`src/hw/rtl/pwbs_pkg.sv`:
```
// ----------------------------------------------------------------------------
// pwbs_pkg
// Shared constants, codes and types of the particle wind/bounce step block.
// ----------------------------------------------------------------------------
package pwbs_pkg;

	// fixed-point format and sizing
	localparam int FRAC_BITS     = 20;
	localparam int MAX_PARTICLES = 1024;
	localparam int FIELD_W       = 24;
	localparam int LIM_W         = 23;
	localparam int COLOR_W       = 21;
	localparam int HEAT_TOT_W    = 31;
	localparam int HEAT_W        = FRAC_BITS + 1;
	localparam int SQ_ACC_W      = 2 * FIELD_W - 1;
	localparam int SQ_W          = 2 * FIELD_W - FRAC_BITS;
	localparam int MUL_W         = 30;
	localparam int PROD_W        = 2 * MUL_W;

	localparam longint ONE_Q   = longint'(1) <<< FRAC_BITS;
	localparam longint TICK_Q  = (ONE_Q + 60) / 120;
	localparam longint TENTH_Q = (ONE_Q + 5) / 10;
	localparam longint RAMP_K  = ONE_Q - TENTH_Q;
	localparam longint ACC31_MAX    = 64'sd2147483647;
	localparam longint HEAT_CAP_RAW = longint'(MAX_PARTICLES) <<< FRAC_BITS;
	localparam longint HEAT_CAP     = (HEAT_CAP_RAW < ACC31_MAX) ? HEAT_CAP_RAW : ACC31_MAX;

	// register reset values
	localparam logic signed [FIELD_W-1:0] RST_BOUND_LO = FIELD_W'(-ONE_Q);
	localparam logic signed [FIELD_W-1:0] RST_BOUND_HI = FIELD_W'(ONE_Q);
	localparam logic signed [FIELD_W-1:0] RST_ACC_X    = FIELD_W'((ONE_Q * 2 + 5) / 10);
	localparam logic signed [FIELD_W-1:0] RST_ACC_Y    = FIELD_W'(-((ONE_Q * 33 + 50) / 100));
	localparam logic [LIM_W-1:0]          RST_LIMIT    = LIM_W'((ONE_Q * 11 + 5) / 10);
	localparam logic [LIM_W-1:0]          RST_SCALE    = LIM_W'((ONE_Q * 25) / 64);

	// stream layout
	localparam int S_TDATA_W    = 4 * FIELD_W;
	localparam int OUT_RED_LSB  = 4 * FIELD_W;
	localparam int OUT_BLUE_LSB = OUT_RED_LSB + COLOR_W;
	localparam int OUT_HEAT_LSB = OUT_BLUE_LSB + COLOR_W;
	localparam int OUT_USED_W   = OUT_HEAT_LSB + HEAT_TOT_W;
	localparam int M_TDATA_W    = ((OUT_USED_W + 7) / 8) * 8;

	localparam int CFG_IDX_W  = 3;
	localparam int CFG_DATA_W = FIELD_W;

	typedef enum logic [CFG_IDX_W-1:0] {
		REG_BOUND_LEFT   = 3'd0,
		REG_BOUND_RIGHT  = 3'd1,
		REG_BOUND_BOTTOM = 3'd2,
		REG_BOUND_TOP    = 3'd3,
		REG_ACC_X_START  = 3'd4,
		REG_ACC_Y_START  = 3'd5,
		REG_SPEED_LIMIT  = 3'd6,
		REG_HEAT_SCALE   = 3'd7
	} cfg_reg_t;

	typedef enum logic [3:0] {
		ST_IDLE,
		ST_WCLAMP,
		ST_M_WAX,
		ST_M_WAY,
		ST_M_WVX,
		ST_M_WVY,
		ST_M_SQX,
		ST_M_NVX,
		ST_M_SQY,
		ST_M_NVY,
		ST_M_HEAT,
		ST_HEAT,
		ST_M_RAMP,
		ST_FIN
	} ctl_state_t;

	// multiplier operand pair
	typedef enum logic [3:0] {
		MUL_NONE,
		MUL_WAX,
		MUL_WAY,
		MUL_WVX,
		MUL_WVY,
		MUL_SQX,
		MUL_SQY,
		MUL_NVX,
		MUL_NVY,
		MUL_HEAT,
		MUL_RAMP
	} mul_sel_t;

	// consumer of the registered product
	typedef enum logic [3:0] {
		USE_NONE,
		USE_WVX,
		USE_WVY,
		USE_NVX,
		USE_NVY,
		USE_SQ0,
		USE_SQ1,
		USE_POSX,
		USE_POSY,
		USE_HEAT,
		USE_ACC
	} use_sel_t;

	typedef struct packed {
		logic     load_in;
		logic     wind_clamp;
		mul_sel_t mul_sel;
		use_sel_t use_sel;
		logic     load_out;
	} ctl_cmd_t;

endpackage

```
`src/hw/rtl/pwbs_ctrl.sv`:
```
// ----------------------------------------------------------------------------
// pwbs_ctrl
// Sequencer: walks one item through the shared multiplier schedule and
// owns the input/output handshakes.
// ----------------------------------------------------------------------------
module pwbs_ctrl import pwbs_pkg::*; (
	input  logic     clk,
	input  logic     arst_n,
	input  logic     s_axis_tvalid,
	input  logic     s_axis_tuser,
	output logic     s_axis_tready,
	output logic     m_axis_tvalid,
	input  logic     m_axis_tready,
	output ctl_cmd_t cmd
);

	ctl_state_t state_q, state_d;
	logic       first_q;
	logic       out_valid_q;
	logic       out_free;
	logic       accept;

	assign out_free      = !out_valid_q || m_axis_tready;
	assign accept        = s_axis_tvalid && s_axis_tready;
	assign m_axis_tvalid = out_valid_q;

	always_ff @(posedge clk or negedge arst_n) begin
		if (!arst_n) begin
			state_q     <= ST_IDLE;
			first_q     <= 1'b0;
			out_valid_q <= 1'b0;
		end else begin
			state_q <= state_d;
			if (accept) begin
				first_q <= s_axis_tuser;
			end
			if (cmd.load_out) begin
				out_valid_q <= 1'b1;
			end else if (m_axis_tready) begin
				out_valid_q <= 1'b0;
			end
		end
	end

	// each ST_M_* state issues one multiply; a state mostly consumes the product of the multiply before it
	always_comb begin
		state_d        = state_q;
		s_axis_tready  = 1'b0;
		cmd.load_in    = 1'b0;
		cmd.wind_clamp = 1'b0;
		cmd.mul_sel    = MUL_NONE;
		cmd.use_sel    = USE_NONE;
		cmd.load_out   = 1'b0;
		case (state_q)
			ST_IDLE: begin
				s_axis_tready = 1'b1;
				cmd.load_in   = s_axis_tvalid;
				if (s_axis_tvalid) begin
					state_d = s_axis_tuser ? ST_WCLAMP : ST_M_WVX;
				end
			end
			ST_WCLAMP: begin
				cmd.wind_clamp = 1'b1;
				state_d        = ST_M_WAX;
			end
			ST_M_WAX: begin
				cmd.mul_sel = MUL_WAX;
				state_d     = ST_M_WAY;
			end
			ST_M_WAY: begin
				cmd.mul_sel = MUL_WAY;
				cmd.use_sel = USE_WVX;
				state_d     = ST_M_WVX;
			end
			ST_M_WVX: begin
				cmd.mul_sel = MUL_WVX;
				cmd.use_sel = first_q ? USE_WVY : USE_NONE;
				state_d     = ST_M_WVY;
			end
			ST_M_WVY: begin
				cmd.mul_sel = MUL_WVY;
				cmd.use_sel = USE_NVX;
				state_d     = ST_M_SQX;
			end
			ST_M_SQX: begin
				cmd.mul_sel = MUL_SQX;
				cmd.use_sel = USE_NVY;
				state_d     = ST_M_NVX;
			end
			ST_M_NVX: begin
				cmd.mul_sel = MUL_NVX;
				cmd.use_sel = USE_SQ0;
				state_d     = ST_M_SQY;
			end
			ST_M_SQY: begin
				cmd.mul_sel = MUL_SQY;
				cmd.use_sel = USE_POSX;
				state_d     = ST_M_NVY;
			end
			ST_M_NVY: begin
				cmd.mul_sel = MUL_NVY;
				cmd.use_sel = USE_SQ1;
				state_d     = ST_M_HEAT;
			end
			ST_M_HEAT: begin
				cmd.mul_sel = MUL_HEAT;
				cmd.use_sel = USE_POSY;
				state_d     = ST_HEAT;
			end
			ST_HEAT: begin
				cmd.use_sel = USE_HEAT;
				state_d     = ST_M_RAMP;
			end
			ST_M_RAMP: begin
				cmd.mul_sel = MUL_RAMP;
				cmd.use_sel = USE_ACC;
				state_d     = ST_FIN;
			end
			ST_FIN: begin
				// product holds until the output register frees up
				cmd.load_out = out_free;
				if (out_free) begin
					state_d = ST_IDLE;
				end
			end
			default: begin
				state_d = ST_IDLE;
			end
		endcase
	end

endmodule

```
`config.mk`:
```
export PLATFORM = sky130hd
export DESIGN_NAME = pwbs_ctrl
export DESIGN_NICKNAME = d
export VERILOG_FILES = /design/src/hw/rtl/pwbs_pkg.sv /design/src/hw/rtl/pwbs_ctrl.sv
export SDC_FILE = /design/constraint.sdc
export NUM_CORES = 1
export LEC_CHECK = 0
export BUFFER_PORTS_ARGS = -buffer_cell sky130_fd_sc_hd__buf_2
export CAP_MARGIN = 30
export CORE_AREA = 2 2 39 41
export CTS_CLUSTER_DIAMETER = 150
export DETAILED_ROUTE_END_ITERATION = 8
export DIE_AREA = 0 0 41 43
export GPL_ROUTABILITY_DRIVEN = 0
export MAX_ROUTING_LAYER = met4
export SLEW_MARGIN = 20
export SYNTH_ARGS = -nofsm -noshare
export SYNTH_HDL_FRONTEND = slang
export SYNTH_SLANG_ARGS = --single-unit
```
`constraint.sdc`:
```
create_clock -name clk -period 2.18 [get_ports clk]
set_input_delay 0.436 -clock clk [delete_from_list [all_inputs] [get_ports clk]]
set_output_delay 0.436 -clock clk [all_outputs]
set_load 0.01 [all_outputs]
```
Word level (Yosys, flattened, before mapping)
Cells that the tools add are included.
{"block": "op_classes", "n_eq_ne": 15, "n_mux": 13, "n_reduce_logical": 6}
{"operator": "$pmux 4 s10", "count": 2}
{"operator": "$pmux 4 s14", "count": 1}
{"operator": "$eq 4x4->1 const B", "count": 6}
{"operator": "$eq 4x3->1 const B", "count": 4}
{"operator": "$eq 4x2->1 const B", "count": 2}
{"operator": "$mux 4", "count": 2}
{"operator": "$mux 1", "count": 6}
{"operator": "$eq 4x1->1 const B", "count": 1}
{"operator": "$logic_not 4->1", "count": 1}
{"operator": "$ne 2x2->1 const B", "count": 2}
{"operator": "$mux 3", "count": 1}
{"operator": "$mux 2", "count": 1}
{"operator": "$reduce_and 2->1", "count": 1}
{"operator": "$reduce_bool 2->1", "count": 1}
{"operator": "$logic_and 1x1->1", "count": 1}
{"operator": "$logic_not 1->1", "count": 1}
{"operator": "$logic_or 1x1->1", "count": 1}
{"block": "totals", "ff_bits": 6, "in_bits": 5, "output_inout_bits": 13, "wordCells": 37}

Longest topological paths before layout
{"block": "depth", "word_depth": 4, "ltp_mapped": 4, "ltp_nobuf": 3}

Least setup slack after synthesis
OpenSTA, ideal clock, no wires.
{"block": "synth_timing", "path_kind": "register -> output", "from": "reg state_q[1]", "to": "out cmd[10] (netlist bit)", "arrival_time_ns": 1.109, "t_required_ns": 1.744, "path_slack_ns": 0.635, "path_stages_with_launch": 4, "n_path_buf": 1, "cell_sequence": "dfrtp_1 -> nor4_2 -> and2_4 -> buf_4"}
{"element": "start, declared", "line": "pwbs_ctrl.sv:17", "source": "ctl_state_t state_q, state_d;"}
{"element": "start signal, assigned", "line": "pwbs_ctrl.sv:33", "source": "state_q <= state_d;"}
{"element": "end, declared", "line": "pwbs_ctrl.sv:14", "source": "output ctl_cmd_t cmd"}

==> impl_metrics.env <==
export IMPL_path_buf_inv=1
export IMPL_cts_buffer_depth=2
export IMPL_routedWlPerCell_um=11.5
export IMPL_fp_dieArea_um2=1760
export IMPL_postRouteWirelength_um=1060
export IMPL_yosysWarnings=0
export IMPL_numClockSinks=6
export IMPL_synth_flop_cell="dfrtp_1"
export IMPL_power_internal_mw=0.487
export IMPL_syn_nets=67
export IMPL_pin_count=18
export IMPL_reg2reg_depth=3
export IMPL_cp_depth=4
export IMPL_timing_final_ws_setup_ns=0.208
export IMPL_max_stage_delay_ns=0.54
export IMPL_period_share_pct=90.5
export IMPL_drtAntennaViolNets=0
export IMPL_synth_cell_types=24
export IMPL_drtIter0Drc=6
export IMPL_synth_most_common_cell="o21ai_0"
export IMPL_timing_rr_start="state_q[0]$_DFFE_PN0P_"
export IMPL_die_h_um=43
export IMPL_grt_max_degree=21
export IMPL_worst_pin_slew_ns=0.575
export IMPL_pwr_share_comb_pct=55.6
export IMPL_switching_power_mw=0.450
export IMPL_grt_pass1_wl_um=1600
export IMPL_worst_setup_path_type="reg -> out"
export IMPL_slew_headroom_pct=61.6
export IMPL_arrival_ns=1.54
export IMPL_cp_start_kind="flip-flop"
export IMPL_drive_above_1_share_pct=31.6
export IMPL_placed_cells=88
export IMPL_cp_end_kind="output pin"
export IMPL_setup_viol=0
export IMPL_rrSetupSlack_ns=0.67
export IMPL_utilization_pct=42.6
export IMPL_final_min_clock_period_ns=1.97
export IMPL_synth_edff_count=0
export IMPL_holdPathStages=2
export IMPL_yosysSeqAreaShare_pct=30.8
export IMPL_synth_top_area_share_pct=30.8
export IMPL_p_leak_nw=0.274
export IMPL_syn_inst=62
export IMPL_antenna_found_initial=0
export IMPL_critical_path_max_fanout=14
export IMPL_syn_to_final_growth_pct=20.8
export IMPL_grt_setup_unrepaired="false"
export IMPL_fin_skew_ns=0.00463
export IMPL_stdcell_area_um2=589
export IMPL_grt_pass1_vias=361
export IMPL_ir_worst_vdd_uv=774
export IMPL_run_status="finished clean"
export IMPL_cts_setup_buffers=0
export IMPL_reg2reg_to="first_q$_DFFE_PN0P_"
export IMPL_syn_cell_area_um2=488
export IMPL_num_vias=493
export IMPL_crit_slowest_cell="dfrtp_1"
export IMPL_crit_start="state_q[0]$_DFFE_PN0P_"
export IMPL_portBuffers=17
export IMPL_drv_slew=0
export IMPL_synthTopCellsByArea="dfrtp_1 31%, o21ai_0 10%, buf_2 6.2%"
export IMPL_sw_frac_of_total_pct=48.0
export IMPL_hold_viol_final=0
export IMPL_p_clk_share_pct=10.9
export IMPL_critPathCapture="cmd[1]"
export IMPL_power_total_mw=0.937
export IMPL_place_ws_ns=0.412
export IMPL_hold_slack_ns=0.455
export IMPL_std_cell_rows=14
export IMPL_fin_nets=83
export IMPL_final_setup_tns_ns=0
export IMPL_start_util_pct=35.3
export IMPL_hold_class="in -> reg"
export IMPL_firstDrtPassIters=4
export IMPL_crit_required_ns=1.74
export IMPL_antenna_cells=0
export IMPL_synth_common_cells="10 x o21ai_0, 6 x buf_2, 6 x dfrtp_1, 6 x nand2_1"
export IMPL_clkTransAtPathRegs_ns=0.05
export IMPL_fmax_mhz=507
export IMPL_remaining_drc_errors=0
export IMPL_synth_seq_cells=6
export IMPL_htreeDepth=1
export IMPL_numCtsBuffers=3
export IMPL_syn_area_per_cell_um2=7.87
export IMPL_clock_latency_ns=0.24
export IMPL_dp_hpwl_um=743
export IMPL_core_area_um2=1380
export IMPL_via_per_inst=5.36
export IMPL_cap_violations=0
export IMPL_cpLargestDelayFamily="flip-flops"
export IMPL_final_cells=92
export IMPL_grt_usage_pct=13.4
export IMPL_cts_root_buf="clkbuf_4"
export IMPL_p_per_area_nw_per_um2=1590
export IMPL_cts_tree="built"
export IMPL_p_seq_share_pct=33.5
export IMPL_synthArstFlopShare_pct=100
export IMPL_postPlaceCellArea_um2=556
export IMPL_grt_overflow_total=0
export IMPL_crit_chain="nor2_1, nand2_1, o21ai_0, buf_2"
export IMPL_synth_area_leader_cell="dfrtp_1"
export IMPL_die_x_um=41
-- sequential cells by signal, indices dropped and copies added (netlist names) --
register and flops:
state_q 4, first_q 1, m_axis_tvalid 1
-- cell type report --
class	count	area, um^2
Clock buffer	3	22.5
Fill cell	148	795
Inverter	1	3.75
Multi-Input combinational cell	48	297
Sequential cell	6	151
Tap cell	16	20.0
Timing Repair Buffer	18	95.1
-- power by group through the flow --
stage	logic [mW]	clock network, mW	registers, mW
6_report	0.521	0.102	0.314
5_1_grt	0.602	0.115	0.325
4_1_cts	0.530	0.107	0.308
3_5_place_dp	0.526	0	0.311
3_3_place_gp	0.522	0	0.308
2_1_floorplan	0.499	0	0.193
-- cells in the final DEF, fill, tap and decap left out, types with 2 or more instances in the layout --
master	netlist	layout
o21ai_0	10	10
xnor2_1	2	2
dfrtp_1	6	5
a211o_1	2	2
a21oi_1	4	4
o22ai_1	2	2
nand2b_1	4	4
nor2_1	4	4
nand2_1	6	6
buf_2	6	17
nor2b_1	3	3
clkbuf_4	0	3
-- worst min path at each step --
stage                             from                   endpoint  slack, ns
final                     s_axis_tuser        first_q$_DFFE_PN0P_       0.46
after CTS                 s_axis_tuser        first_q$_DFFE_PN0P_       0.46
after detailed placement        arst_n     state_q[3]$_DFFE_PN0P_       0.26
after global placement          arst_n  m_axis_tvalid$_DFFE_PN0P_       0.26
after global routing      s_axis_tuser        first_q$_DFFE_PN0P_       0.46
after floorplan                 arst_n        first_q$_DFFE_PN0P_       0.14
-- cells by family after synthesis --
group,count (synthesis),synth area share [%]
xor gates and xnor gates,2,3.59
DFF,6,30.8
buffers and inverters,8,8.46
AOI/OAI and AO/OA,23,29.2
and+or+nand+nor,21,23.6
muxes,2,4.36
-- metal layers --
metal | part of all wire (%) | global-route usage (%) | vias to the layer above
met5 | 0 | - | -
met4 | 0 | 2.00 | 0
met3 | 7.6 | 6.28 | 0
met2 | 46 | 17.5 | 17
met1 | 47 | 19.1 | 228
li1 | - | - | 248
-- repair_timing --
action	in CTS	in global routing
endpoints found under the hold margin	3	0
endpoints found under the setup margin	0	1
hold buffers	1	0
resized for setup	0	1
Note: power is estimated with default switching activity, not from simulation.
